<file path="config.mk">
export PLATFORM = sky130hd
export DESIGN_NAME = ultrasonic_echo_median_ranger
export DESIGN_NICKNAME = d
export VERILOG_FILES = /design/src/rtl/uemr_pkg.sv /design/src/rtl/ultrasonic_echo_median_ranger.sv /design/src/rtl/uemr_front.sv /design/src/rtl/uemr_queue.sv /design/src/rtl/uemr_back.sv
export SDC_FILE = /design/constraint.sdc
export NUM_CORES = 1
export LEC_CHECK = 0
export ABC_AREA = 1
export BUFFER_PORTS_ARGS = -buffer_cell sky130_fd_sc_hd__buf_4
export CORE_MARGIN = 1
export CORE_UTILIZATION = 53
export DETAILED_ROUTE_END_ITERATION = 12
export PLACE_DENSITY = 0.78
export SETUP_SLACK_MARGIN = 0.3
export SYNTH_ARGS = -nofsm -noshare
export SYNTH_HDL_FRONTEND = slang
export SYNTH_SLANG_ARGS = --single-unit
</file>
<file path="constraint.sdc">
create_clock -name clk_i -period 5.4 [get_ports clk_i]
set_input_delay 0.54 -clock clk_i [delete_from_list [all_inputs] [get_ports clk_i]]
set_output_delay 0.54 -clock clk_i [all_outputs]
set_load 0.05 [all_outputs]
</file>
<file path="src/rtl/uemr_pkg.sv">
// Package for the ultrasonic echo median ranger: widths, constants and shared types.
// It depends on nothing. The front, queue, back and top-level modules import it.
package uemr_pkg;

  // Window length and widths of the counters that follow from it.
  localparam int Samples = 7;
  localparam int CntW    = $clog2(Samples + 1);
  localparam int IdxW    = (Samples > 1) ? $clog2(Samples) : 1;

  // Field widths of the interface.
  localparam int EchoW = 15;
  localparam int DistW = 18;

  // Fixed-point distance scale: distance_q8 = (width * 4496) >> 10.
  localparam int ScaleW    = 13;
  localparam int DistShift = 10;
  localparam int ProdW     = EchoW + ScaleW;
  localparam logic [ScaleW-1:0] DistScale = ScaleW'(4496);

  // Reset value of the timeout register.
  localparam logic [EchoW-1:0] TimeoutReset = EchoW'(30000);

  // Queue depth between the front and the back.
  localparam int QDepth = 2;
  localparam int QPtrW  = (QDepth > 1) ? $clog2(QDepth) : 1;
  localparam int QCntW  = $clog2(QDepth + 1);

  // One classified request as it travels from the front to the back.
  typedef struct packed {
    logic [EchoW-1:0] width;
    logic             ok;
    logic             last;
  } q_item_t;

  // Back-end sequencer states.
  typedef enum logic [1:0] {
    BK_IDLE,
    BK_CALC,
    BK_EMIT
  } back_state_e;

endpackage

</file>
<file path="src/rtl/ultrasonic_echo_median_ranger.sv">
// Ultrasonic echo median ranger, top level: front end, request queue and back end.
// A window's last request passes through the queue and the back end's calc and emit
// states to the result register. One request per cycle while the queue has room; the
// back end's calc and emit states stall the front once the two-entry queue fills.
// Reset (rst_ni, asynchronous, active low) empties the queue, clears the counts and
// sets the timeout register to 30000 us.
module ultrasonic_echo_median_ranger (
  input  logic                       clk_i,
  input  logic                       rst_ni,
  input  logic                       cfg_we_i,
  input  logic [uemr_pkg::EchoW-1:0] cfg_wdata_i,
  input  logic                       in_valid_i,
  output logic                       in_ready_o,
  input  logic [uemr_pkg::EchoW-1:0] echo_us_i,
  output logic                       out_valid_o,
  input  logic                       out_ready_i,
  output logic [uemr_pkg::DistW-1:0] distance_q8_o,
  output logic                       no_echo_o
);
  import uemr_pkg::*;

  logic    q_full;
  logic    q_empty;
  logic    push;
  logic    pop;
  q_item_t push_data;
  q_item_t pop_data;

  // Accepts and classifies requests.
  uemr_front u_front (
    .clk_i       (clk_i),
    .rst_ni      (rst_ni),
    .cfg_we_i    (cfg_we_i),
    .cfg_wdata_i (cfg_wdata_i),
    .in_valid_i  (in_valid_i),
    .in_ready_o  (in_ready_o),
    .echo_us_i   (echo_us_i),
    .q_full_i    (q_full),
    .push_o      (push),
    .push_data_o (push_data)
  );

  // Decouples the front from the back.
  uemr_queue u_queue (
    .clk_i       (clk_i),
    .rst_ni      (rst_ni),
    .push_i      (push),
    .push_data_i (push_data),
    .full_o      (q_full),
    .pop_i       (pop),
    .pop_data_o  (pop_data),
    .empty_o     (q_empty)
  );

  // Sorts, picks the median and delivers the distance.
  uemr_back u_back (
    .clk_i         (clk_i),
    .rst_ni        (rst_ni),
    .q_empty_i     (q_empty),
    .q_data_i      (pop_data),
    .pop_o         (pop),
    .out_valid_o   (out_valid_o),
    .out_ready_i   (out_ready_i),
    .distance_q8_o (distance_q8_o),
    .no_echo_o     (no_echo_o)
  );

endmodule

</file>
<file path="src/rtl/uemr_front.sv">
// Front end of the ranger: holds the timeout register, accepts and classifies requests.
// It depends on uemr_pkg and pushes classified requests into the queue.
module uemr_front (
  input  logic                    clk_i,
  input  logic                    rst_ni,
  input  logic                    cfg_we_i,
  input  logic [uemr_pkg::EchoW-1:0] cfg_wdata_i,
  input  logic                    in_valid_i,
  output logic                    in_ready_o,
  input  logic [uemr_pkg::EchoW-1:0] echo_us_i,
  input  logic                    q_full_i,
  output logic                    push_o,
  output uemr_pkg::q_item_t       push_data_o
);
  import uemr_pkg::*;

  logic [EchoW-1:0] timeout_q;
  logic [CntW-1:0]  pos_q, pos_d;
  logic             last;
  logic             accept;

  // The timeout register is written whenever the write enable is high.
  always_ff @(posedge clk_i or negedge rst_ni) begin
    if (!rst_ni) begin
      timeout_q <= TimeoutReset;
    end else if (cfg_we_i) begin
      timeout_q <= cfg_wdata_i;
    end
  end

  // A request is taken whenever the queue has room.
  assign in_ready_o = !q_full_i;
  assign accept     = in_valid_i && !q_full_i;
  assign last       = (pos_q == CntW'(Samples - 1));

  // Window position counts accepted requests and wraps after the last one.
  always_comb begin
    pos_d = pos_q;
    if (accept) begin
      pos_d = last ? '0 : pos_q + CntW'(1);
    end
  end

  always_ff @(posedge clk_i or negedge rst_ni) begin
    if (!rst_ni) begin
      pos_q <= '0;
    end else begin
      pos_q <= pos_d;
    end
  end

  // Classification: zero or a width above the timeout is no echo.
  assign push_o            = accept;
  assign push_data_o.width = echo_us_i;
  assign push_data_o.ok    = (echo_us_i != '0) && (echo_us_i <= timeout_q);
  assign push_data_o.last  = last;

endmodule

</file>
<file path="src/rtl/uemr_queue.sv">
// Short queue of classified requests between the front and the back of the ranger.
// It depends on uemr_pkg for the item type and depth constants.
module uemr_queue (
  input  logic              clk_i,
  input  logic              rst_ni,
  input  logic              push_i,
  input  uemr_pkg::q_item_t push_data_i,
  output logic              full_o,
  input  logic              pop_i,
  output uemr_pkg::q_item_t pop_data_o,
  output logic              empty_o
);
  import uemr_pkg::*;

  q_item_t          mem_q [QDepth];
  logic [QPtrW-1:0] wr_ptr_q, rd_ptr_q;
  logic [QCntW-1:0] cnt_q;
  logic             do_push, do_pop;

  assign full_o     = (cnt_q == QCntW'(QDepth));
  assign empty_o    = (cnt_q == '0);
  assign do_push    = push_i && !full_o;
  assign do_pop     = pop_i && !empty_o;
  assign pop_data_o = mem_q[rd_ptr_q];

  // Storage for queued requests.
  always_ff @(posedge clk_i) begin
    if (do_push) begin
      mem_q[wr_ptr_q] <= push_data_i;
    end
  end

  // Pointers and fill count.
  always_ff @(posedge clk_i or negedge rst_ni) begin
    if (!rst_ni) begin
      wr_ptr_q <= '0;
      rd_ptr_q <= '0;
      cnt_q    <= '0;
    end else begin
      if (do_push) begin
        wr_ptr_q <= wr_ptr_q + QPtrW'(1);
      end
      if (do_pop) begin
        rd_ptr_q <= rd_ptr_q + QPtrW'(1);
      end
      if (do_push && !do_pop) begin
        cnt_q <= cnt_q + QCntW'(1);
      end else if (do_pop && !do_push) begin
        cnt_q <= cnt_q - QCntW'(1);
      end
    end
  end

endmodule

</file>
<file path="src/rtl/uemr_back.sv">
// Back end of the ranger: sorted width line, median pick, distance scaling and result register.
// It depends on uemr_pkg and takes classified requests from the queue.
module uemr_back (
  input  logic                       clk_i,
  input  logic                       rst_ni,
  input  logic                       q_empty_i,
  input  uemr_pkg::q_item_t          q_data_i,
  output logic                       pop_o,
  output logic                       out_valid_o,
  input  logic                       out_ready_i,
  output logic [uemr_pkg::DistW-1:0] distance_q8_o,
  output logic                       no_echo_o
);
  import uemr_pkg::*;

  back_state_e      state_q, state_d;
  logic [EchoW-1:0] store_q [Samples];
  logic [EchoW-1:0] store_d [Samples];
  logic [CntW-1:0]  count_q, count_d;
  logic [Samples-1:0] le;
  logic [CntW-1:0]  ins_pos;
  logic [CntW-1:0]  mid;
  logic             insert;
  logic             calc;
  logic             load_out;
  logic [ProdW-1:0] prod_q;
  logic             none_q;
  logic             out_valid_q;
  logic [DistW-1:0] dist_q;
  logic             no_echo_q;

  // Sequencer: take requests, then compute and deliver the result at window end.
  always_comb begin
    state_d  = state_q;
    pop_o    = 1'b0;
    calc     = 1'b0;
    load_out = 1'b0;
    unique case (state_q)
      BK_IDLE: begin
        if (!q_empty_i) begin
          pop_o = 1'b1;
          if (q_data_i.last) begin
            state_d = BK_CALC;
          end
        end
      end
      BK_CALC: begin
        calc    = 1'b1;
        state_d = BK_EMIT;
      end
      BK_EMIT: begin
        if (!out_valid_q || out_ready_i) begin
          load_out = 1'b1;
          state_d  = BK_IDLE;
        end
      end
      default: state_d = BK_IDLE;
    endcase
  end

  always_ff @(posedge clk_i or negedge rst_ni) begin
    if (!rst_ni) begin
      state_q <= BK_IDLE;
    end else begin
      state_q <= state_d;
    end
  end

  // Insertion position: the number of held widths not above the new one.
  always_comb begin
    for (int k = 0; k < Samples; k++) begin
      le[k] = (CntW'(k) < count_q) && (store_q[k] <= q_data_i.width);
    end
    ins_pos = CntW'($countones(le));
  end

  assign insert = pop_o && q_data_i.ok && (count_q < CntW'(Samples));

  // The line stays in ascending order: entries at and above the insertion point move up one.
  always_comb begin
    for (int k = 0; k < Samples; k++) begin
      if (CntW'(k) < ins_pos) begin
        store_d[k] = store_q[k];
      end else if (CntW'(k) == ins_pos) begin
        store_d[k] = q_data_i.width;
      end else begin
        store_d[k] = store_q[(k > 0) ? k - 1 : 0];
      end
    end
  end

  always_ff @(posedge clk_i) begin
    if (insert) begin
      for (int k = 0; k < Samples; k++) begin
        store_q[k] <= store_d[k];
      end
    end
  end

  // Valid width count, cleared once the result has been computed.
  always_comb begin
    count_d = count_q;
    if (calc) begin
      count_d = '0;
    end else if (insert) begin
      count_d = count_q + CntW'(1);
    end
  end

  always_ff @(posedge clk_i or negedge rst_ni) begin
    if (!rst_ni) begin
      count_q <= '0;
    end else begin
      count_q <= count_d;
    end
  end

  // Upper median sits at index count/2 of the sorted line; scale it to distance.
  assign mid = count_q >> 1;

  always_ff @(posedge clk_i) begin
    if (calc) begin
      prod_q <= ProdW'(store_q[mid[IdxW-1:0]]) * ProdW'(DistScale);
      none_q <= (count_q == '0);
    end
  end

  // Result register: it holds until the result is taken downstream.
  always_ff @(posedge clk_i or negedge rst_ni) begin
    if (!rst_ni) begin
      out_valid_q <= 1'b0;
    end else if (load_out) begin
      out_valid_q <= 1'b1;
    end else if (out_ready_i) begin
      out_valid_q <= 1'b0;
    end
  end

  always_ff @(posedge clk_i) begin
    if (load_out) begin
      dist_q    <= none_q ? '0 : prod_q[DistShift +: DistW];
      no_echo_q <= none_q;
    end
  end

  assign out_valid_o   = out_valid_q;
  assign distance_q8_o = dist_q;
  assign no_echo_o     = no_echo_q;

endmodule
</file>
=== Word level (Yosys, flattened, before mapping) ===
Memories as Yosys holds them, arrays and structs flattened.
Index checks and enable logic that the tools add are counted.

* Register bits after elaboration: 72
* Latch bits: 0
* Memory bits (writable): 139
* Memory bits (read-only): 0
* Logic and storage cells: 127
* Memories kept: 2

* Add/subtract/negate cells: 12
* Multipliers: 1
* Divide/modulo/power cells: 0
* Magnitude comparators: 23
* Equality and inequality tests: 13
* Shift operators: 0
* Mux-type cells: 34
* Bitwise gates (word level): 0
* Reduce and logical (&&, ||, !) cells: 30

{| class="wikitable"
|+ Memory list
! name !! depth !! width !! rd ports !! clocked after memory_dff !! wr ports !! line !! text
|-
| u_back.store_q || 7 || 15 || 8 || 0 || 7 || uemr_back.sv:17 || <nowiki>logic [EchoW-1:0] store_q [Samples];</nowiki>
|-
| u_queue.mem_q || 2 || 17 || 1 || 0 || 1 || uemr_queue.sv:15 || <nowiki>q_item_t mem_q [QDepth];</nowiki>
|}

{| class="wikitable"
|+ Operator list
! kind !! count
|-
| $mux W15 || 14
|-
| $le A15 B15 Y1 || 8
|-
| $mul A15 B9 Y24 const B || 1
|-
| $lt A3 B3 Y1 const A || 6
|-
| $logic_and A1 B1 Y1 || 15
|-
| $reduce_bool A15 Y1 || 1
|-
| $lt A1 B3 Y1 const A || 4
|-
| $lt A2 B3 Y1 const A || 4
|-
| $mux W1 || 11
|-
| $mux W2 || 5
|-
| $eq A3 B3 Y1 const A || 3
|-
| $mux W3 || 3
|-
| $add A1 B1 Y2 || 3
|-
| $add A3 B1 Y3 const B || 2
|-
| $add A3 B3 Y3 || 2
|-
| $eq A2 B3 Y1 const A || 2
|-
| $logic_not A3 Y1 || 2
|-
| $pmux W2 S3 || 1
|-
| $reduce_bool A2 Y1 || 3
|-
| $logic_not A1 Y1 || 5
|-
| $eq A2 B2 Y1 const B || 2
|-
| $logic_not A2 Y1 || 2
|-
| $ne A2 B2 Y1 const B || 2
|-
| $add A3 B1 Y3 || 1
|-
| other kinds (10) || 11
|}

=== Depth between registers and ports, before layout ===
Gate-level depths: netlist of the first run.
An unclocked memory read counts as a cell.

* Word-level depth: 9
* Gate-level depth with buffers: 29
* Depth with buffers taken out: 26

=== By module ===
From an unflattened synthesis of the first run, not the netlist that was laid out.

* Cell total of the unflattened synthesis: 1,418
* Area, all modules: 13,427.9 um^2

{| class="wikitable"
|+ Modules (own cells, without submodules)
! module !! times used !! cells each !! area an instance (um^2) !! sequential area each (um^2)
|-
| uemr_back || 1 || 1,134 || 10,681.5 || 4,444.3
|-
| uemr_queue || 1 || 120 || 1,473.9 || 1,121.1
|-
| uemr_front || 1 || 164 || 1,272.5 || 459.2
|}

=== Least setup slack after synthesis of the first run ===
Ideal clock, no wire load.

* Path kind: register -> register
* Start point: register u_queue.rd_ptr_q
* End point: memory u_back.store_q[0][0], enable pin
* Library setup time: 0.406 ns
* Arrival time: 5.623 ns
* Slack: -0.629 ns
* Cell stages (with the launch flop): 25
* Buffers on the path: 2
* Period minus slack after synthesis: 6.029 ns
* Cell sequence: dfrtp_1 buf_2 buf_2 o21ai_1 ha_1 nand2_1 nor2_1 nand2_1 o211ai_1 nand2_1 o2111ai_1 a21oi_1 ha_1 inv_1 fa_1 inv_1 ha_1 inv_1 fa_1 inv_1 or2_1 nand2_2 nor2_1 inv_1 nor3_1

{| class="wikitable"
|+ RTL lines
! what !! line !! text
|-
| start, declared || uemr_queue.sv:16 || <nowiki>logic [QPtrW-1:0] wr_ptr_q, rd_ptr_q;</nowiki>
|-
| start signal, assigned || uemr_queue.sv:44 || <nowiki>rd_ptr_q <= rd_ptr_q + QPtrW'(1);</nowiki>
|-
| end, declared || uemr_back.sv:17 ||
|}

=== Final worst setup path of the first run ===
* Start point: register u_back.count_q[2]
* End point: register u_back.prod_q[23], data pin

* Longest elaborated chain between the ends: 2

{| class="wikitable"
|+ Ends and longest elaborated chain
! what !! line !! text
|-
| start, declared || uemr_back.sv:19 || <nowiki>logic [CntW-1:0] count_q, count_d;</nowiki>
|-
| start signal, assigned || uemr_back.sv:114 || <nowiki>count_q <= count_d;</nowiki>
|-
| $mem_v2 Z7 W15 || - ||
|-
| $mul A15 B9 Y24 || uemr_back.sv:123 || <nowiki>prod_q <= ProdW'(store_q[mid[IdxW-1:0]]) * ProdW'(DistScale);</nowiki>
|-
| end signal, assigned || uemr_back.sv:123 ||
|-
| end, declared || uemr_back.sv:26 || <nowiki>logic [ProdW-1:0] prod_q;</nowiki>
|}

No other way between the ends.
A chain may end at the register's enable or synchronous reset.

==> results of run 1 <==
layer usage:
| layer | part of all wire (%) | up-vias |
|---|---|---|
| li1 | - | 4959 |
| met1 | 42 | 5005 |
| met2 | 47 | 458 |
| met3 | 8.1 | 89 |
| met4 | 2.8 | 0 |
| met5 | 0 | - |
worst reg2reg max path: stages (launching register included):
cell and delay [ns]:
sky130_fd_sc_hd__dfrtp_2 0.41, sky130_fd_sc_hd__clkinvlp_4 0.25, sky130_fd_sc_hd__nand2_8 0.21, sky130_fd_sc_hd__clkinvlp_4 0.24, sky130_fd_sc_hd__a22oi_2 0.27, sky130_fd_sc_hd__o221ai_4 0.19
sky130_fd_sc_hd__ha_1 0.34, sky130_fd_sc_hd__ha_1 0.29, sky130_fd_sc_hd__inv_1 0.06, sky130_fd_sc_hd__fa_1 0.54, sky130_fd_sc_hd__inv_1 0.06, sky130_fd_sc_hd__fa_1 0.48
sky130_fd_sc_hd__ha_1 0.39, sky130_fd_sc_hd__nand2_1 0.11, sky130_fd_sc_hd__nor2_1 0.11, sky130_fd_sc_hd__nand2_1 0.06, sky130_fd_sc_hd__nand2_1 0.17, sky130_fd_sc_hd__a21oi_2 0.10
sky130_fd_sc_hd__or2_2 0.30, sky130_fd_sc_hd__nand3_1 0.07, sky130_fd_sc_hd__nand2_1 0.05
logic make-up after synthesis:
logic type               count (synthesis)
multiplexers                             1
buffers and inverters                  228
AO/OA/AOI/OAI                          294
XOR/XNOR                                14
adder cells (fa/ha/maj)                214
AND/OR/NAND/NOR                        402
flip-flops                             205
metrics by stage:
stage | instance area (um2) | std cells
floorplan | 13500 | 1358
global placement | 14500 | 1744
detailed placement | 14500 | 1744
CTS | 15300 | 1789
global route | 15700 | 1814
finish | 15700 | 1814
layout by cell type, fill, tap and decap left out, types with 7 or more instances in the layout:
master                       count
sky130_fd_sc_hd__inv_1         192
sky130_fd_sc_hd__nand2_1       244
sky130_fd_sc_hd__clkinvlp_4      8
sky130_fd_sc_hd__a22oi_1         8
sky130_fd_sc_hd__o21a_1         49
sky130_fd_sc_hd__o21ai_0        75
sky130_fd_sc_hd__nand3_1        20
sky130_fd_sc_hd__edfxtp_1      177
sky130_fd_sc_hd__nor2_1         63
sky130_fd_sc_hd__a21o_1          7
sky130_fd_sc_hd__nand4_1        16
sky130_fd_sc_hd__a21oi_1        92
sky130_fd_sc_hd__clkbuf_16      23
sky130_fd_sc_hd__xor2_1         10
sky130_fd_sc_hd__dfstp_2         7
sky130_fd_sc_hd__o21ai_2        12
sky130_fd_sc_hd__fa_1           23
sky130_fd_sc_hd__dfrtp_1        18
sky130_fd_sc_hd__or2_2          15
sky130_fd_sc_hd__buf_4         100
sky130_fd_sc_hd__buf_6          11
sky130_fd_sc_hd__ha_1          190
sky130_fd_sc_hd__o211ai_1        7
sky130_fd_sc_hd__nor3_1         10
final cells by class:
| type | instances | area [um2] | area share (%) |
|---|---|---|---|
| multi-input combinational | 925 | 6780 | 43.2 |
| sequential | 205 | 6030 | 38.5 |
| timing repair buffer | 118 | 990 | 6.31 |
| inverter | 200 | 768 | 4.90 |
| clock buffer | 25 | 583 | 3.72 |
| tap | 324 | 405 | 2.59 |
| clock inverter | 17 | 124 | 0.790 |
sequential cells by signal (all words and copies together) (netlist names):
register and flops:
u_back.count_q 3, u_queue.wr_ptr_q 1, u_queue.mem_q 34, u_back.store_q 105
u_back.out_valid_o 1, u_queue.rd_ptr_q 1, u_back.distance_q8_o 18, u_front.timeout_q 15
u_back.prod_q 18, u_back.none_q 1, u_queue.cnt_q 2, u_back.state_q 2
u_front.pos_q 3, u_back.no_echo_o 1
how the worst max path moves through the flow:
stage	from	endpoint	slack, ns	cells after the start
floorplan	u_queue.rd_ptr_q$_DFFE_PN0P_	u_back.store_q[6][0]$_DFFE_PP_	0.36	23
global placement	u_back.count_q[1]$_DFFE_PN0P_	u_back.prod_q[23]$_DFFE_PP_	0.03	20
detailed placement	u_back.count_q[1]$_DFFE_PN0P_	u_back.prod_q[23]$_DFFE_PP_	-0.13	20
CTS	u_back.count_q[2]$_DFFE_PN0P_	u_back.prod_q[23]$_DFFE_PP_	0.31	20
global route	u_queue.rd_ptr_q$_DFFE_PN0P_	u_back.store_q[4][8]$_DFFE_PP_	0.26	27
finish	u_back.count_q[2]$_DFFE_PN0P_	u_back.prod_q[23]$_DFFE_PP_	0.47	20
cell usage after synthesis, types with 7 or more instances:
master,count,area (um2)
sky130_fd_sc_hd__a21o_1,7,52.6
sky130_fd_sc_hd__a21oi_1,95,475
sky130_fd_sc_hd__a22oi_1,12,90.1
sky130_fd_sc_hd__buf_2,13,65.1
sky130_fd_sc_hd__clkbuf_1,12,45.0
sky130_fd_sc_hd__dfrtp_1,21,526
sky130_fd_sc_hd__dfstp_2,7,184
sky130_fd_sc_hd__edfxtp_1,177,5320
sky130_fd_sc_hd__fa_1,24,480
sky130_fd_sc_hd__ha_1,190,2380
sky130_fd_sc_hd__inv_1,196,736
sky130_fd_sc_hd__nand2_1,247,927
sky130_fd_sc_hd__nand3_1,20,100
sky130_fd_sc_hd__nand4_1,16,100
sky130_fd_sc_hd__nor2_1,67,251
sky130_fd_sc_hd__nor3_1,14,70.1
sky130_fd_sc_hd__o211ai_1,7,52.6
sky130_fd_sc_hd__o21a_1,49,368
sky130_fd_sc_hd__o21ai_0,75,375
sky130_fd_sc_hd__o21ai_1,8,40.0
sky130_fd_sc_hd__o21ai_2,13,114
sky130_fd_sc_hd__o221ai_1,12,105
sky130_fd_sc_hd__or2_2,15,93.8
sky130_fd_sc_hd__xor2_1,10,87.6
repair_timing:
action | CTS | global route
buffers inserted | 2 | 24
cloned | 0 | 1
gates resized for setup | 17 | 35
endpoints found under the setup margin | 171 | 186
hold endpoints to repair | 21 | 0
pin swaps | 0 | 5
hold buffers | 1 | 0
==> results.py, run 1 <==
metrics = {
    "worst_setup_path": {
        "critical_path.cell_chain": "clkinvlp_4, nand2_8, clkinvlp_4, a22oi_2, o221ai_4, ha_1, ha_1, inv_1, fa_1, inv_1, fa_1, ha_1, nand2_1, nor2_1, nand2_1, nand2_1, a21oi_2, or2_2, nand3_1, nand2_1",
        "worst_setup_path_start_kind": "flip-flop",
        "critPathBufInv": 4,
        "reg2reg_from": "u_back.count_q[2]$_DFFE_PN0P_",
        "crit_type": "flip-flop to flip-flop",
        "cpMaxStageDelayCell": "sky130_fd_sc_hd__fa_1",
        "timing.critical_path.to_type": "flip-flop",
        "ff2ff_setup_slack_ns": 0.47,
        "critical_path_arrival_ns": 5.21,
        "required_time_worst_endpoint_ns": 5.68,
        "critPathTopFamily": "adder cells",
        "critical-path-top-cell-by-count": "sky130_fd_sc_hd__nand2_1",
        "reg2reg_to": "u_back.prod_q[23]$_DFFE_PP_",
        "critical_path_peak_fanout": 8,
        "cpPeakStageDelay_ns": 0.54,
        "worst_r2r_path_depth": 20,
    },
    "detailed_routing": {
        "detail_route.iter0.violations": 914,
        "post-route-drc-count": 0,
        "drt_first_pass_iters": 6,
        "via_per_inst": 5.79,
        "detailroute.via_count": 10511,
        "routed_antenna_nets": 0,
        "total_wire_length_after_detailed_routing_mm": 33.1,
        "wire_per_inst_um": 18.3,
    },
    "clock_tree": {
        "clkTransAtPathRegs_ns": 0.06,
        "clk-insertion-delay-late_ns": 0.53,
        "clock_tree.htree_level_count": 1,
        "clockRootBuffer": "sky130_fd_sc_hd__clkbuf_16",
        "max-clock-path-buffers": 3,
        "cts_inserted_buffers": 23,
        "cts_tree": "built",
        "cts_sinks": 205,
    },
    "worst_hold_path": {
        "holdPathStages": 2,
        "hold_path_class": "input pin to flip-flop",
        "whs_endpoint": "u_back.state_q[1]$_DFFE_PN0P_",
        "worstHoldStart": "out_ready_i",
    },
    "yosys": {
        "part_of_the_yosys_area_used_for_sequential_elements_pct": 44.9,
        "synthesis.yosys.warnings": 0,
        "proportion_of_register_bits_with_asynchronous_set_or_reset_after_synthesis_pct": 13.7,
        "synth.mux.area_fraction_pct": 0.0839,
        "number_of_enable_type_register_cells_in_the_synthesized_netlist": 177,
        "synth.distinct_cells": 49,
        "largest_family_of_logic_cells_by_synthesized_area": "adder cells",
        "synthesized_area_fraction_occupied_by_ao_oa_aoi_and_oai_cells_pct": 13.3,
        "syn-instance-count": 1358,
        "synthSimpleGateAreaFrac_pct": 12.9,
        "syn_nets": 1607,
        "synthAdderAreaFrac_pct": 21.3,
        "post_synth.cell_area_avg_um2": 9.89,
        "ys_ff_latch": 205,
        "post_synth_instance_area_mm2": 0.0134,
        "synth_xor_xnor_area_share_pct": 0.913,
        "dominant_synthesized_flop_cell": "sky130_fd_sc_hd__edfxtp_1",
    },
    "global_route": {
        "globalRoute.busiestLayer": "met2",
        "grt_use_met1_pct": 35.1,
        "grt.met3_usage_pct": 3.88,
        "number_of_global_route_vias_before_repair": 10204,
        "grt_max_degree": 31,
        "grt_pass1_wl_mm": 52.7,
        "groute.usage.overall_pct": 25.6,
        "grt_antenna_before_repair": 0,
        "gr_overflow_total": 0,
        "gr-usage-met2_pct": 42.3,
    },
    "die": {
        "floorplan.die.width_um": 161,
        "std_cell_rows": 57,
        "die_height_um": 161,
        "starting_utilization_of_the_core_area_pct": 54.6,
        "floorplan.core_area_mm2": 0.0246,
        "floorplan.io_pins": 56,
        "design.die.area_mm2": 0.0260,
    },
    "timing": {
        "finalHoldWorstSlack_ns": 0.212,
        "postLayoutSetupSlackWorst_ns": 0.465,
        "final.setup_skew_ns": 0.0200,
        "finalHoldViolCount": 0,
        "slew_headroom_pct": 23.7,
        "final_min_period_over_clock_period_pct": 91.4,
        "rsz_0062_raised_after_global_routing": "no",
        "timing.final.max_slew_violations": 0,
        "final.setup.tns_ns": 0,
        "worstMarginPinSlew_ns": 1.14,
        "setup_viol": 0,
        "layout_min_cycle_time_ns": 4.93,
        "fmax_mhz": 203,
    },
    "placement": {
        "portbufs": 55,
        "dp.final_hpwl_mm": 23.8,
        "place_ws_ns": -0.135,
        "routabilityCongestion": 0.946,
    },
    "cells_and_area": {
        "synthToLayoutAreaGrowth_pct": 16.7,
        "num-fill-cells": 1867,
        "antennaDiodeCount": 0,
        "layout-drive-gt1-share_pct": 15.8,
        "nets": 1722,
        "final_core_utilization_pct": 63.7,
    },
    "job": {
        "max_cap_violations": 0,
    },
    "outcome": {
        "status": "finished, final reports clean",
    },
}
Power of run 1 is not shown: default switching activity piles up to over one toggle a cycle in this logic, so the estimate is an artifact.
==> run 2: changes to the inputs <==
--- a/config.mk
+++ b/config.mk
@@ -10,7 +10,7 @@
 export CORE_MARGIN = 1
 export CORE_UTILIZATION = 53
 export DETAILED_ROUTE_END_ITERATION = 12
-export PLACE_DENSITY = 0.78
+export PLACE_DENSITY = 0.72
 export SETUP_SLACK_MARGIN = 0.3
 export SYNTH_ARGS = -nofsm -noshare
 export SYNTH_HDL_FRONTEND = slang
==> results.py, run 2 (synthesis results as in run 1) <==
metrics = {
    "die": {
        "floorplan.die.width_um": 161,
        "floorplan.io_pins": 56,
        "die_height_um": 161,
        "design.die.area_mm2": 0.0260,
        "starting_utilization_of_the_core_area_pct": 54.6,
        "std_cell_rows": 57,
        "floorplan.core_area_mm2": 0.0246,
    },
    "global_route": {
        "grt_max_degree": 31,
        "groute.usage.overall_pct": 25.1,
        "grt_antenna_before_repair": 0,
        "grt_pass1_wl_mm": 51.5,
        "number_of_global_route_vias_before_repair": 9844,
        "gr_overflow_total": 0,
    },
    "timing": {
        "worstMarginPinSlew_ns": 1.22,
        "finalHoldWorstSlack_ns": 0.205,
        "timing.final.max_slew_violations": 0,
        "final_min_period_over_clock_period_pct": 91.3,
        "final.setup.tns_ns": 0,
        "finalHoldViolCount": 0,
        "rsz_0062_raised_after_global_routing": "no",
        "layout_min_cycle_time_ns": 4.93,
        "setup_viol": 0,
        "slew_headroom_pct": 18.9,
        "fmax_mhz": 203,
        "final.setup_skew_ns": 0.0220,
    },
    "worst_hold_path": {
        "hold_path_class": "input pin to flip-flop",
    },
    "detailed_routing": {
        "detailroute.via_count": 10232,
        "post-route-drc-count": 0,
        "total_wire_length_after_detailed_routing_mm": 32.1,
        "drt_first_pass_iters": 6,
        "wire_per_inst_um": 17.8,
        "routed_antenna_nets": 0,
        "via_per_inst": 5.66,
        "detail_route.iter0.violations": 809,
    },
    "worst_setup_path": {
        "worst_setup_path_start_kind": "flip-flop",
        "critical_path_arrival_ns": 5.20,
        "timing.critical_path.to_type": "flip-flop",
        "required_time_worst_endpoint_ns": 5.67,
        "crit_type": "flip-flop to flip-flop",
        "critical_path_peak_fanout": 8,
    },
    "clock_tree": {
        "clk-insertion-delay-late_ns": 0.54,
        "max-clock-path-buffers": 3,
        "clock_tree.htree_level_count": 1,
        "cts_tree": "built",
        "clkTransAtPathRegs_ns": 0.06,
        "cts_sinks": 205,
        "clockRootBuffer": "sky130_fd_sc_hd__clkbuf_16",
        "cts_inserted_buffers": 24,
    },
    "placement": {
        "portbufs": 55,
        "routabilityCongestion": 0.908,
        "dp.final_hpwl_mm": 23.2,
    },
    "cells_and_area": {
        "synthToLayoutAreaGrowth_pct": 17.4,
        "num-fill-cells": 1919,
        "largest-register": "u_back.store_q",
        "largest_registers": "u_back.store_q: 105 flops, u_queue.mem_q: 34 flops",
        "largest_register_ff_count": 105,
        "seqCellArea_mm2": 0.00603,
        "antennaDiodeCount": 0,
        "multi_input_comb_area_mm2": 0.00681,
        "final_common_cell": "sky130_fd_sc_hd__nand2_1",
        "mostFrequentLayoutCells": "sky130_fd_sc_hd__nand2_1 (245), sky130_fd_sc_hd__inv_1 (193), sky130_fd_sc_hd__ha_1 (185), sky130_fd_sc_hd__edfxtp_1 (177), sky130_fd_sc_hd__buf_4 (98)",
        "layout-drive-gt1-share_pct": 16.2,
        "nets": 1715,
    },
    "job": {
        "max_cap_violations": 0,
    },
    "outcome": {
        "status": "finished, final reports clean",
    },
}
-- run 2: changes by cell type in the layout (fill, tap and decap cells not counted), moves of 2 or more --
cell                         before  now
sky130_fd_sc_hd__nor4b_2          2    4
sky130_fd_sc_hd__o21ai_1          5    7
sky130_fd_sc_hd__buf_4          100   98
sky130_fd_sc_hd__clkinvlp_4       8    6
sky130_fd_sc_hd__nor4b_1          4    2
sky130_fd_sc_hd__ha_2             0    5
sky130_fd_sc_hd__bufinv_16        1    4
sky130_fd_sc_hd__clkbuf_1         2    0
sky130_fd_sc_hd__buf_6           11    4
sky130_fd_sc_hd__buf_12           5    7
sky130_fd_sc_hd__ha_1           190  185
-- run 2: layout make-up --
type | count | area share, %
timing repair buffer | 110 | 5.91
clock buffer | 24 | 3.81
multi-input combinational | 925 | 43.2
sequential | 205 | 38.3
clock inverter | 20 | 1.39
inverter | 200 | 4.87
tap | 324 | 2.57
-- run 2: through the flow --
step	std cells	instance area [um2]	util (%)	setup WS, ns
2_1_floorplan	1358	13500	-	0.363
3_3_place_gp	1743	14500	58.9	0.124
3_5_place_dp	1743	14500	58.9	0.0750
4_1_cts	1788	15400	62.5	0.309
5_1_grt	1808	15800	64.0	0.264
6_report	1808	15800	64.0	0.470
-- run 2: final timing paths --
path / slack [ns] / start / depth (start not counted) / end
min in group asynchronous: 0.49 / rst_ni / 2 / u_front.timeout_q[6]$_DFFE_PN0P_
worst max register to register: 0.47 / u_back.count_q[2]$_DFFE_PN0P_ / 21 / u_back.prod_q[23]$_DFFE_PP_
max in group asynchronous: 4.59 / rst_ni / 2 / u_front.timeout_q[13]$_DFFE_PN1P_
worst min-delay path: 0.21 / out_ready_i / 2 / u_back.state_q[1]$_DFFE_PN0P_
worst max-delay path: 0.47 / u_back.count_q[2]$_DFFE_PN0P_ / 21 / u_back.prod_q[23]$_DFFE_PP_
worst min register to register: 0.50 / u_front.timeout_q[12]$_DFFE_PN1P_ / 2 / u_front.timeout_q[12]$_DFFE_PN1P_
-- run 2: routing by layer --
layer	routed length (um)	up-vias	GRT usage, %
met4	611	0	6.65
met2	15100	360	41.1
li1	-	4962	-
met3	2240	49	2.80
met5	0	-	0
met1	14100	4861	35.6
-- run 2: repair_timing --
item,4_1_cts,5_1_grt
endpoints found under the hold margin,21,0
resized for setup,11,41
setup endpoints to repair,173,185
hold buffers,1,0
pin swaps,0,6
buffers inserted,0,20
-- run 2: critical path, stage by stage, from the launching register on --
cell and delay, ns:
sky130_fd_sc_hd__dfrtp_2 0.41, sky130_fd_sc_hd__clkinvlp_4 0.18, sky130_fd_sc_hd__buf_4 0.19, sky130_fd_sc_hd__nand2_1 0.12, sky130_fd_sc_hd__clkinvlp_4 0.23, sky130_fd_sc_hd__a22oi_2 0.23, sky130_fd_sc_hd__o221ai_4 0.19, sky130_fd_sc_hd__ha_1 0.34
sky130_fd_sc_hd__ha_1 0.29, sky130_fd_sc_hd__inv_1 0.06, sky130_fd_sc_hd__fa_1 0.52, sky130_fd_sc_hd__fa_1 0.56, sky130_fd_sc_hd__inv_1 0.05, sky130_fd_sc_hd__ha_2 0.36, sky130_fd_sc_hd__nand2_1 0.10, sky130_fd_sc_hd__nor2_1 0.11
sky130_fd_sc_hd__nand2_1 0.06, sky130_fd_sc_hd__nand2_1 0.16, sky130_fd_sc_hd__a21oi_2 0.09, sky130_fd_sc_hd__or2_2 0.30, sky130_fd_sc_hd__nand3_1 0.08, sky130_fd_sc_hd__nand2_1 0.05
Power of run 2 is left out for the same reason.
==> run 3: changes to the inputs <==
--- a/config.mk
+++ b/config.mk
@@ -8,9 +8,9 @@
 export ABC_AREA = 1
 export BUFFER_PORTS_ARGS = -buffer_cell sky130_fd_sc_hd__buf_4
 export CORE_MARGIN = 1
-export CORE_UTILIZATION = 53
+export CORE_UTILIZATION = 25
 export DETAILED_ROUTE_END_ITERATION = 12
-export PLACE_DENSITY = 0.72
+export PLACE_DENSITY = 0.39
 export SETUP_SLACK_MARGIN = 0.3
 export SYNTH_ARGS = -nofsm -noshare
 export SYNTH_HDL_FRONTEND = slang
==> results.py, run 3 (synthesis results as in run 1) <==
metrics = {
    "outcome": {
        "status": "finished, final reports clean",
    },
    "worst_setup_path": {
        "crit_type": "flip-flop to flip-flop",
        "worstSetupStartpoint": "u_back.count_q[2]$_DFFE_PN0P_",
        "critical_path_peak_fanout": 8,
        "worst_r2r_path_depth": 21,
        "required_time_worst_endpoint_ns": 5.72,
        "timing.critical_path.to_type": "flip-flop",
        "worst_setup_path_start_kind": "flip-flop",
        "reg2reg_from": "u_back.count_q[2]$_DFFE_PN0P_",
        "ff2ff_setup_slack_ns": 0.49,
        "reg2reg_to": "u_back.prod_q[23]$_DFFE_PP_",
        "critical_path_arrival_ns": 5.23,
    },
    "clock_tree": {
        "clock_tree.htree_level_count": 1,
        "clockRootBuffer": "sky130_fd_sc_hd__clkbuf_16",
        "clk-insertion-delay-late_ns": 0.58,
        "cts_inserted_buffers": 27,
        "cts_tree": "built",
        "max-clock-path-buffers": 3,
        "cts_sinks": 205,
        "clkTransAtPathRegs_ns": 0.06,
    },
    "placement": {
        "routabilityCongestion": 0.852,
        "dp.final_hpwl_mm": 29.4,
        "portbufs": 55,
    },
    "die": {
        "floorplan.core_area_mm2": 0.0528,
        "std_cell_rows": 84,
        "die_height_um": 234,
        "design.die.area_mm2": 0.0546,
        "starting_utilization_of_the_core_area_pct": 25.4,
        "floorplan.die.width_um": 234,
        "floorplan.io_pins": 56,
    },
    "timing": {
        "timing.final.max_slew_violations": 0,
        "setup_viol": 0,
        "finalHoldViolCount": 0,
        "layout_min_cycle_time_ns": 4.91,
        "fmax_mhz": 204,
        "rsz_0062_raised_after_global_routing": "no",
        "slew_headroom_pct": 26.5,
        "final_min_period_over_clock_period_pct": 90.9,
        "finalHoldWorstSlack_ns": 0.161,
        "final.setup_skew_ns": 0.0292,
        "worstMarginPinSlew_ns": 1.10,
    },
    "cells_and_area": {
        "antennaDiodeCount": 0,
        "synthToLayoutAreaGrowth_pct": 24.2,
        "largest-register": "u_back.store_q",
        "final_common_cell": "sky130_fd_sc_hd__nand2_1",
        "layout-drive-gt1-share_pct": 18.4,
        "largest_register_ff_count": 105,
        "nets": 1747,
        "final_core_utilization_pct": 31.6,
        "largest_registers": "u_back.store_q: 105 flops, u_queue.mem_q: 34 flops",
        "mostFrequentLayoutCells": "sky130_fd_sc_hd__nand2_1 (243), sky130_fd_sc_hd__inv_1 (192), sky130_fd_sc_hd__ha_1 (189), sky130_fd_sc_hd__edfxtp_1 (177), sky130_fd_sc_hd__buf_4 (121)",
    },
    "detailed_routing": {
        "routed_antenna_nets": 0,
        "wire_per_inst_um": 17.5,
        "drt_first_pass_iters": 5,
        "detail_route.iter0.violations": 569,
        "detailroute.via_count": 9874,
        "total_wire_length_after_detailed_routing_mm": 38.6,
        "post-route-drc-count": 0,
        "via_per_inst": 4.47,
    },
    "global_route": {
        "gr_overflow_total": 0,
        "groute.usage.overall_pct": 14.5,
        "grt_antenna_before_repair": 0,
        "grt_pass1_wl_mm": 59.9,
        "number_of_global_route_vias_before_repair": 9965,
        "grt_max_degree": 31,
    },
    "job": {
        "max_cap_violations": 0,
    },
    "worst_hold_path": {
        "worstHoldStart": "out_ready_i",
        "hold_path_class": "input pin to flip-flop",
        "whs_endpoint": "u_back.state_q[1]$_DFFE_PN0P_",
        "holdPathStages": 2,
    },
}
## run 3: cell types whose count changed in the layout (fill, tap and decap cells not counted), sizes merged
cell      previous run  this run
clkinvlp             6         5
inv                198       197
buf                109       138
clkinv              12         6
clkbuf              24        38
## run 3: layer usage
| metal | GRT usage, % | vias to the layer above | wire length (um) | part of all wire, % |
|---|---|---|---|---|
| li1 | - | 4998 | - | - |
| met1 | 20.9 | 4720 | 19300 | 50 |
| met2 | 23.1 | 122 | 17600 | 45 |
| met3 | 1.67 | 34 | 1090 | 2.8 |
| met4 | 3.06 | 0 | 604 | 1.6 |
| met5 | 0 | - | 0 | 0 |
## run 3: per-stage QoR
| step | setup WS, ns | setup TNS (ns) | cells | instance area (um2) |
|---|---|---|---|---|
| floorplan | 0.363 | 0 | 1358 | 13500 |
| global placement | -0.211 | -0.517 | 2132 | 15200 |
| detailed placement | -0.205 | -0.447 | 2132 | 15200 |
| CTS | 0.309 | 0 | 2187 | 16300 |
| global route | 0.279 | 0 | 2207 | 16700 |
| finish | 0.491 | 0 | 2207 | 16700 |
## run 3: how the worst max path moves through the flow
stage / end / slack [ns] / depth (start not counted)
CTS: u_back.store_q[4][5]$_DFFE_PP_ / 0.31 / 26
floorplan: u_back.store_q[6][0]$_DFFE_PP_ / 0.36 / 23
global placement: u_back.prod_q[24]$_DFFE_PP_ / -0.21 / 20
global route: u_back.store_q[4][5]$_DFFE_PP_ / 0.28 / 24
detailed placement: u_back.prod_q[24]$_DFFE_PP_ / -0.20 / 20
finish: u_back.prod_q[23]$_DFFE_PP_ / 0.49 / 21
## run 3: timing repair
action / 4_1_cts / 5_1_grt
hold endpoints to repair: 21 / 0
pin swaps: 0 / 11
setup endpoints to repair: 44 / 202
hold buffers: 1 / 0
setup buffers: 4 / 20
resized for setup: 21 / 40
## run 3: cell type report
cell class | count | area [um2]
fill | 5517 | 36100
multi-input combinational | 925 | 6840
sequential | 205 | 6030
timing repair buffer | 139 | 1240
tap | 688 | 861
inverter | 200 | 771
clock buffer | 38 | 757
clock inverter | 12 | 176
## run 3: worst max-delay path: stages, from the launching register on
cell and delay [ns]:
sky130_fd_sc_hd__dfrtp_2 0.45, sky130_fd_sc_hd__clkinvlp_4 0.18, sky130_fd_sc_hd__buf_12 0.16, sky130_fd_sc_hd__nand2_8 0.11
sky130_fd_sc_hd__clkinvlp_4 0.24, sky130_fd_sc_hd__a22oi_2 0.27, sky130_fd_sc_hd__o221ai_4 0.18, sky130_fd_sc_hd__ha_1 0.32
sky130_fd_sc_hd__ha_1 0.28, sky130_fd_sc_hd__inv_1 0.06, sky130_fd_sc_hd__fa_1 0.50, sky130_fd_sc_hd__fa_1 0.55
sky130_fd_sc_hd__inv_1 0.04, sky130_fd_sc_hd__ha_1 0.35, sky130_fd_sc_hd__a21o_1 0.22, sky130_fd_sc_hd__a21oi_1 0.13
sky130_fd_sc_hd__nand2_1 0.15, sky130_fd_sc_hd__a21oi_2 0.19, sky130_fd_sc_hd__or2_2 0.14, sky130_fd_sc_hd__nand2_1 0.04
sky130_fd_sc_hd__nand2_1 0.06, sky130_fd_sc_hd__nand2_1 0.04
Power of run 3 is left out for the same reason.
